### config.mk
export PLATFORM = sky130hd
export DESIGN_NAME = mrtu_frame
export DESIGN_NICKNAME = d
export VERILOG_FILES = /design/src/rtl/core/mrtu_pkg.sv /design/src/rtl/core/mrtu_frame.sv
export SDC_FILE = /design/constraint.sdc
export NUM_CORES = 1
export LEC_CHECK = 0
export BUFFER_PORTS_ARGS = -buffer_cell sky130_fd_sc_hd__buf_4
export CAP_MARGIN = 25
export CORE_MARGIN = 2
export CORE_UTILIZATION = 51
export DETAILED_ROUTE_END_ITERATION = 16
export GPL_TIMING_DRIVEN = 0
export PLACE_DENSITY = 0.81
export SLEW_MARGIN = 0
export SYNTH_ARGS = -nofsm -noshare
export SYNTH_HDL_FRONTEND = slang
export SYNTH_SLANG_ARGS = --single-unit
### constraint.sdc
create_clock -name clk -period 2.4 [get_ports clk]
set_clock_uncertainty 0.1 [all_clocks]
set_input_delay 0.36 -clock clk [delete_from_list [all_inputs] [get_ports clk]]
set_output_delay 0.36 -clock clk [all_outputs]
set_load 0.02 [all_outputs]
### src/rtl/core/mrtu_pkg.sv
// ----------------------------------------------------------------------------
// mrtu_pkg
// Shared types, register indexes, verdict codes and the byte-wide CRC step
// for the Modbus RTU frame checker.
// ----------------------------------------------------------------------------
package mrtu_pkg;

  localparam logic [15:0] CRC_INIT = 16'hFFFF;
  localparam logic [15:0] CRC_POLY = 16'hA001;

  localparam logic [7:0] FN_READ_HOLDING = 8'h03;
  localparam logic [7:0] FN_READ_INPUT   = 8'h04;
  localparam logic [7:0] FN_WRITE_COILS  = 8'h0F;
  localparam logic [7:0] FN_WRITE_REGS   = 8'h10;

  // configuration register indexes
  localparam logic CFG_OWN_ADDRESS  = 1'b0;
  localparam logic CFG_WEAK_ADDRESS = 1'b1;

  typedef enum logic [2:0] {
    ST_OK          = 3'd0,
    ST_SIZE        = 3'd1,
    ST_ADDRESS     = 3'd2,
    ST_CRC         = 3'd3,
    ST_EXCEPTION   = 3'd4,
    ST_READ_SHAPE  = 3'd5,
    ST_WRITE_SHAPE = 3'd6,
    ST_OVERFLOW    = 3'd7
  } status_t;

  // frame summary handed from the tracker to the verdict logic
  typedef struct packed {
    logic        full;
    logic        short_frame;
    logic        odd_length;
    logic [7:0]  address;
    logic [7:0]  func;
    logic [15:0] crc_calc;
    logic [15:0] crc_got;
  } frame_info_t;

  // reflected crc-16, one byte, bit-serial unrolled over eight steps
  function automatic logic [15:0] crc_byte(input logic [15:0] crc, input logic [7:0] b);
    logic [15:0] c;
    c = crc ^ {8'h00, b};
    for (int k = 0; k < 8; k++) begin
      if (c[0]) begin
        c = (c >> 1) ^ CRC_POLY;
      end else begin
        c = c >> 1;
      end
    end
    return c;
  endfunction

endpackage

### src/rtl/core/mrtu_frame.sv
// ----------------------------------------------------------------------------
// mrtu_frame
// Gathers one frame: byte count, address and function bytes, and a running
// CRC that trails the input by two bytes so the last two are the received CRC.
// ----------------------------------------------------------------------------
module mrtu_frame #(
  parameter int FRAME_CAPACITY = 256,
  parameter int CNT_W          = $clog2(FRAME_CAPACITY + 1)
) (
  input  logic                 clk,
  input  logic                 rst_n,
  input  logic                 push,
  input  logic                 clear,
  input  logic [7:0]           data_byte,
  output logic [CNT_W-1:0]     count,
  output mrtu_pkg::frame_info_t info
);

  logic [CNT_W-1:0] cnt_r, cnt_nxt;
  logic [15:0]      crc_r, crc_nxt;
  logic [7:0]       older_r, older_nxt;
  logic [7:0]       newer_r, newer_nxt;
  logic [7:0]       addr_r, addr_nxt;
  logic [7:0]       func_r, func_nxt;
  logic             full;

  assign full = (cnt_r == CNT_W'(FRAME_CAPACITY));

  always_comb begin
    cnt_nxt   = cnt_r;
    crc_nxt   = crc_r;
    older_nxt = older_r;
    newer_nxt = newer_r;
    addr_nxt  = addr_r;
    func_nxt  = func_r;
    if (clear) begin
      cnt_nxt   = '0;
      crc_nxt   = mrtu_pkg::CRC_INIT;
      older_nxt = '0;
      newer_nxt = '0;
      addr_nxt  = '0;
      func_nxt  = '0;
    end else if (push && !full) begin
      if (cnt_r == CNT_W'(0)) begin
        addr_nxt = data_byte;
      end
      if (cnt_r == CNT_W'(1)) begin
        func_nxt = data_byte;
      end
      // crc covers everything but the two newest bytes
      if (cnt_r >= CNT_W'(2)) begin
        crc_nxt = mrtu_pkg::crc_byte(crc_r, older_r);
      end
      older_nxt = newer_r;
      newer_nxt = data_byte;
      cnt_nxt   = cnt_r + CNT_W'(1);
    end
  end

  always_ff @(posedge clk) begin
    if (!rst_n) begin
      cnt_r   <= '0;
      crc_r   <= mrtu_pkg::CRC_INIT;
      older_r <= '0;
      newer_r <= '0;
      addr_r  <= '0;
      func_r  <= '0;
    end else begin
      cnt_r   <= cnt_nxt;
      crc_r   <= crc_nxt;
      older_r <= older_nxt;
      newer_r <= newer_nxt;
      addr_r  <= addr_nxt;
      func_r  <= func_nxt;
    end
  end

  assign count            = cnt_r;
  assign info.full        = full;
  assign info.short_frame = (cnt_r < CNT_W'(4));
  assign info.odd_length  = cnt_r[0];
  assign info.address     = addr_r;
  assign info.func        = func_r;
  assign info.crc_calc    = crc_r;
  assign info.crc_got     = {newer_r, older_r};

endmodule

==> flow_metrics.env, run 1 <==
export IMPL_timing_max_cap_violations=0
export IMPL_whs_path_depth=3
export IMPL_drtIter0Drc=181
export IMPL_nNetsFinal=370
export IMPL_num_rows=25
export IMPL_cp_end_kind="output pin"
export IMPL_numCtsBuffers=9
export IMPL_drcViolationCount=0
export IMPL_worstPathArrival_ns=1.91
export IMPL_initial_utilization_pct=52.3
export IMPL_cp_data_required_time_ns=1.94
export IMPL_r2r_setup_slack_ns=0.16
export IMPL_power_density_nw_per_um2=622
export IMPL_worstHoldEndpoint="newer_r[7]$_SDFFE_PP0P_"
export IMPL_setup_worst_path_class="register to output pin"
export IMPL_global_route_usage_total_pct=22.1
export IMPL_grt_pass1_wl_um=9070
export IMPL_hold_path_startpoint="data_byte[7]"
export IMPL_grt_max_degree=11
export IMPL_r2r_start="count[2]$_SDFFE_PP0P_"
export IMPL_globalRoute_totalOverflow=0
export IMPL_yosysMostFrequentCell="dfxtp_1"
export IMPL_async_set_reset_flop_share_out_of_synthesis_pct=0
export IMPL_rr_endpoint="newer_r[6]$_SDFFE_PP0P_"
export IMPL_worstPathCellList="or4_4 -> nor4_1 -> buf_4 -> buf_4"
export IMPL_timing_critical_path_from_type="register"
export IMPL_synth_top_cells_by_count="dfxtp_1, nand2_1, nor2_1, a21oi_1, mux2i_1"
export IMPL_slew_headroom_pct=64.9
export IMPL_number_of_levels_the_h_tree_was_split_into=3
export IMPL_routed_wirelength_um=5780
export IMPL_synthDominantAreaCellType="dfxtp_1"
export IMPL_library_cell_contributing_the_largest_single_delay_on_the_critical_path="or4_4"
export IMPL_outcome="complete, no violations"
export IMPL_syn_area_per_cell_um2=9.03
export IMPL_post_synth_instance_area_um2=2450
export IMPL_core_region_area_um2=4690
export IMPL_clkPwrFrac_pct=43.8
export IMPL_yosysUniqueCellTypes=31
export IMPL_shortest_clock_period_the_worst_path_allows_after_layout_ns=2.37
export IMPL_max_slew_violation_count=0
export IMPL_max_clock_freq_ghz=0.421
export IMPL_clock_tree_from_tritoncts="yes"
export IMPL_clockBufferDepth=2
export IMPL_cts_hold_buffers=0
export IMPL_register_area_share_after_synthesis_pct=46.5
export IMPL_cpMostUsedCell="buf_4"
export IMPL_io_pins=72
export IMPL_power_internal_w=0.00156
export IMPL_timing_critical_path_fanout_max=5
export IMPL_hold_path_class="input port to register"
export IMPL_timing_final_setup_violations=0
export IMPL_worst_path_largest_cell_delay_ns=0.59
export IMPL_insertedDiodeCount=0
export IMPL_post_dp_hpwl_um=4290
export IMPL_synth_seq_cells=57
export IMPL_firstDrtPassIters=4
export IMPL_areaGrowthSynthToFinish_pct=33.1
export IMPL_finalInstanceArea_um2=3270
export IMPL_initial_antenna_violation_count=0
export IMPL_place_worst_setup_slack_ns=-0.0141
export IMPL_ant_nets=0
export IMPL_clk_transition_reported_paths_ns=0.06
export IMPL_dpl_cell_area_um2=3060
export IMPL_totalNegativeSetupSlack_ns=0
export IMPL_synth_edff_count=0
export IMPL_synth_flop_cell="dfxtp_1"
export IMPL_layout_setup_ws_ns=0.0253
export IMPL_rsz_0062_raised_after_global_routing="no"
export IMPL_r2r_cell_count=6
export IMPL_synth_fp_nets=288
export IMPL_share_comb_of_total_power_pct=8.4
export IMPL_post_synth_inst_count=272
export IMPL_finalWeightedCongestion=0.847
export IMPL_cts_root_buffer_cell="clkbuf_8"
export IMPL_power_leakage_nw=1.48
export IMPL_synth_warning_count=0
export IMPL_drt_wirelength_per_cell_um=14.0
export IMPL_synth_area_leaders="dfxtp_1, nand2_1, mux2i_1"
export IMPL_route_vias_total=2163
export IMPL_route_detailed_vias_per_inst=5.25
export IMPL_timing_final_hold_violations=0
export IMPL_die_area_um2=5380
export IMPL_switching_share_pct=23.3
export IMPL_synth_largest_type_area_fraction_pct=46.5
export IMPL_numPortBuffers=71
export IMPL_p_seq_share_pct=47.9
export IMPL_p_switching_w=0.000473
export IMPL_irDropWorstVdd_v=0.000351
export IMPL_final_worst_path_cycle_share_pct=98.9
export IMPL_report_power_total_w=0.00203
export IMPL_numClockSinks=57
export IMPL_clock_latency_at_the_later_pin_of_the_worst_skew_pair_ns=0.33
export IMPL_die_width_um=73.4
export IMPL_drive_gt1_share_pct=27.9
export IMPL_tightestPinTransition_ns=0.525
export IMPL_dieHeight_um=73.4
export IMPL_via_count_of_the_first_global_routing_pass=1948
## worst max path at each step
stage / cells after the start / startpoint / slack (ns) / endpoint
detailed placement: 7 / count[0]$_SDFFE_PP0P_ / -0.01 / crc_r[13]$_SDFFE_PP1P_
global route: 6 / count[2]$_SDFFE_PP0P_ / 0.01 / older_r[1]$_SDFFE_PP0P_
floorplan: 7 / count[0]$_SDFFE_PP0P_ / 0.06 / crc_r[15]$_SDFFE_PP1P_
finish: 4 / count[2]$_SDFFE_PP0P_ / 0.03 / info[50]
CTS: 8 / count[0]$_SDFFE_PP0P_ / 0.03 / crc_r[14]$_SDFFE_PP1P_
global placement: 7 / count[0]$_SDFFE_PP0P_ / 0.005 / crc_r[12]$_SDFFE_PP1P_
## metal layers
| metal | GRT usage (%) | vias to the layer above | routed length (um) | share of wire (%) |
|---|---|---|---|---|
| met5 | 0 | - | 0 | 0 |
| met4 | 8.28 | 0 | 69 | 1.2 |
| met3 | 8.09 | 6 | 387 | 6.7 |
| met2 | 35.8 | 61 | 2800 | 48 |
| met1 | 27.0 | 1016 | 2530 | 44 |
| li1 | - | 1080 | - | - |
## critical path, delay by kind of cell (launching register included)
family / cells / cell delay (ns)
AND/OR/NAND/NOR: 2 / 0.93
flip-flops: 1 / 0.36
buffers and inverters: 2 / 0.30
## sequential cells by signal, indices dropped and copies added (netlist names)
name / count
newer_r: 8
crc_r: 16
older_r: 8
addr_r: 8
func_r: 8
count: 9
## power by group through the flow
stage	clock network [W]	registers (W)	logic [W]
after detailed placement	0	0.000993	0.000170
after CTS	0.000898	0.000973	0.000171
final	0.000890	0.000973	0.000171
after global routing	0.000934	0.000974	0.000185
after floorplan	0	0.00101	0.0000891
after global placement	0	0.000993	0.000168
## through the flow
stage | hold WS (ns) | util, % | std cells
2_1_floorplan | 0.400 | - | 272
3_3_place_gp | 0.340 | 65.1 | 397
3_5_place_dp | 0.349 | 65.1 | 397
4_1_cts | 0.184 | 69.3 | 412
5_1_grt | 0.202 | 69.7 | 412
6_report | 0.189 | 69.7 | 412
## cell type report
| cell class | instances | area [um^2] |
|---|---|---|
| Clock inverter | 3 | 40.0 |
| Buffer | 17 | 100 |
| Inverter | 3 | 11.3 |
| Sequential cell | 57 | 1140 |
| Multi-Input combinational cell | 195 | 1220 |
| Clock buffer | 12 | 155 |
| Timing Repair Buffer | 71 | 533 |
| Tap cell | 54 | 67.6 |
| Fill cell | 390 | 1420 |
## repair_timing
item	CTS	global route
gates resized for setup	1	4
setup endpoints to repair	8	17
buffers inserted	0	0
pin swaps	0	1
gates cloned	0	0
## kinds of logic (layout without fill, tap and decap cells)
kind of cell	Yosys count	count (layout)	share of synthesized area, %
and+or+nand+nor	110	110	20.3
DFF	57	57	46.5
AOI/OAI and AO/OA	33	33	8.21
xor gates and xnor gates	29	29	10.9
buffers and inverters	20	106	4.33
muxes	19	19	7.75
adders and majority gates	4	4	2.04
## cells in the final DEF (no fill, tap or decap), types with 3 or more instances in the layout
master / synthesis / final
a21oi_1: 19 / 19
xor2_1: 14 / 14
nand4_1: 6 / 6
nand2_1: 56 / 55
and3_1: 4 / 4
clkbuf_1: 8 / 9
inv_1: 3 / 3
o21ai_0: 3 / 3
mux2i_1: 19 / 19
or3_1: 3 / 3
nand3_1: 7 / 7
o211ai_1: 8 / 8
buf_4: 3 / 74
ha_1: 4 / 4
nor2_1: 24 / 24
dfxtp_1: 57 / 56
xnor2_1: 14 / 14
clkbuf_8: 0 / 11
Note: power is estimated with default switching activity, not from simulation.
==> inputs of run 2 (changes only) <==
==> constraint.sdc (replaced) <==
create_clock -name clk -period 2.35 [get_ports clk]
set_clock_uncertainty 0.1 [all_clocks]
set_input_delay 0.3525 -clock clk [delete_from_list [all_inputs] [get_ports clk]]
set_output_delay 0.3525 -clock clk [all_outputs]
set_load 0.02 [all_outputs]
==> run 2 against run 1 <==
  * Sequential cell count is the same
  * Worst setup slack gained 0.047 ns
  * Largest power group unchanged
  * Clock-buffer cell count stayed put
  * Non-clock buffer count is 7 higher
  * Clock power rose by 2%
  * Largest cell class unchanged
  * Highest routed layer unchanged
==> flow_metrics.env, run 2 (same netlist as run 1, synthesis figures left out) <==
export IMPL_die_width_um=73.4
export IMPL_layout_cells_most_common="buf_4"
export IMPL_initial_utilization_pct=52.3
export IMPL_insertedDiodeCount=0
export IMPL_crit_buf_inv=2
export IMPL_hold_path_class="input port to register"
export IMPL_global_route_usage_total_pct=22.1
export IMPL_drcViolationCount=0
export IMPL_multiInputGateArea_um2=1230
export IMPL_grt_max_degree=11
export IMPL_timing_critical_path_fanout_max=5
export IMPL_largest_register_ff_count=16
export IMPL_clock_latency_at_the_later_pin_of_the_worst_skew_pair_ns=0.33
export IMPL_dieHeight_um=73.4
export IMPL_numPortBuffers=71
export IMPL_core_region_area_um2=4690
export IMPL_die_area_um2=5380
export IMPL_cp_data_required_time_ns=1.90
export IMPL_place_worst_setup_slack_ns=-0.0641
export IMPL_finalInstanceArea_um2=3330
export IMPL_areaGrowthSynthToFinish_pct=35.7
export IMPL_final_cell_mix="buf_4, dfxtp_1, nand2_1, nor2_1"
export IMPL_via_count_of_the_first_global_routing_pass=1948
export IMPL_ant_nets=0
export IMPL_share_of_the_core_filled_with_cells_pct=71.0
export IMPL_dpl_cell_area_um2=3060
export IMPL_timing_max_cap_violations=0
export IMPL_worstPathArrival_ns=1.82
export IMPL_clockBufferDepth=2
export IMPL_globalRoute_totalOverflow=0
export IMPL_cp_end_kind="output pin"
export IMPL_timing_final_hold_violations=0
export IMPL_worstPathCellList="or4_4 -> nor4_2 -> buf_4 -> buf_4"
export IMPL_worst_path_largest_cell_delay_ns=0.60
export IMPL_max_clock_freq_ghz=0.439
export IMPL_fin_hold_ws_ns=0.182
export IMPL_slew_headroom_pct=64.5
export IMPL_cts_hold_buffers=0
export IMPL_num_rows=25
export IMPL_firstDrtPassIters=4
export IMPL_numCtsBuffers=9
export IMPL_power_density_nw_per_um2=626
export IMPL_final_fill_count=377
export IMPL_shortest_clock_period_the_worst_path_allows_after_layout_ns=2.28
export IMPL_initial_antenna_violation_count=0
export IMPL_finalWeightedCongestion=0.847
export IMPL_rsz_0062_raised_after_global_routing="no"
export IMPL_final_seq_area_um2=1140
export IMPL_cts_root_buffer_cell="clkbuf_8"
export IMPL_grt_pass1_wl_um=9070
export IMPL_irDropWorstVdd_v=0.000361
export IMPL_route_vias_total=2202
export IMPL_report_power_total_w=0.00208
export IMPL_numClockSinks=57
export IMPL_power_leakage_nw=1.51
export IMPL_drive_gt1_share_pct=29.9
export IMPL_register_with_the_most_flip_flops="crc_r"
export IMPL_library_cell_contributing_the_largest_single_delay_on_the_critical_path="or4_4"
export IMPL_io_pins=72
export IMPL_critPathTopFamily="simple AND/OR/NAND/NOR gates"
export IMPL_layout_setup_ws_ns=0.0726
export IMPL_routed_wirelength_um=5870
export IMPL_clk_transition_reported_paths_ns=0.06
export IMPL_max_slew_violation_count=0
export IMPL_tightestPinTransition_ns=0.530
export IMPL_clock_tree_from_tritoncts="yes"
export IMPL_number_of_levels_the_h_tree_was_split_into=3
export IMPL_final_worst_path_cycle_share_pct=96.9
export IMPL_route_detailed_vias_per_inst=5.26
export IMPL_timing_critical_path_from_type="register"
export IMPL_nNetsFinal=377
export IMPL_timing_final_setup_violations=0
export IMPL_outcome="complete, no violations"
export IMPL_cpMostUsedCell="buf_4"
export IMPL_setup_worst_path_class="register to output pin"
export IMPL_post_dp_hpwl_um=4290
export IMPL_drt_wirelength_per_cell_um=14.0
export IMPL_drtIter0Drc=192
## run 2: changes by cell type in the layout (fill, tap and decap cells not counted), sizes merged
cell,before,now
buf,78,85
## run 2: worst register-to-register path: stages, from the launching register on
cell and delay, ns:
dfxtp_2 0.38, inv_1 0.10, ha_1 0.19, or3_1 0.30, a2111o_1 0.46, and2_1 0.21
buf_6 0.13, and4_4 0.16, nor3_2 0.13
## run 2: path summary, 6_finish.rpt
path                     startpoint                       to  slack [ns]  cells after the start
min reg2reg  addr_r[0]$_SDFFE_PP0P_   addr_r[0]$_SDFFE_PP0P_        0.36                      2
max reg2reg   count[0]$_SDFFE_PP0P_   crc_r[14]$_SDFFE_PP1P_        0.12                      8
min                    data_byte[7]  newer_r[7]$_SDFFE_PP0P_        0.18                      3
max           count[2]$_SDFFE_PP0P_                 info[50]        0.07                      4
## run 2: per-layer routing
layer	up-vias	GRT usage (%)	share of wire (%)
li1	1093	-	-
met1	1025	27.0	42
met2	78	35.8	49
met3	6	8.09	7.3
met4	0	8.28	1.2
met5	-	0	0
## run 2: power by group
part           leakage (nW)  switching, W  internal (W)
Combinational         0.950      0.000103     0.0000809
Clock                 0.102      0.000369      0.000538
Sequential            0.462     0.0000123      0.000981
## run 2: what timing repair did
action,4_1_cts,5_1_grt
buffers inserted,0,7
pin swaps,0,1
resized for setup,2,5
setup endpoints to repair,15,24
## run 2: layout make-up
cell class	instances	share of cell area, %
Multi-Input combinational cell	195	36.9
Sequential cell	57	34.3
Timing Repair Buffer	78	17.6
Clock buffer	12	4.66
Buffer	17	3.00
Tap cell	54	2.03
Clock inverter	3	1.20
Inverter	3	0.338
## run 2: stage by stage
step / cells / TNS, ns
after CTS: 412 / 0
after detailed placement: 397 / -0.401
after global routing: 419 / 0
after global placement: 397 / -0.344
after floorplan: 272 / 0
final: 419 / 0
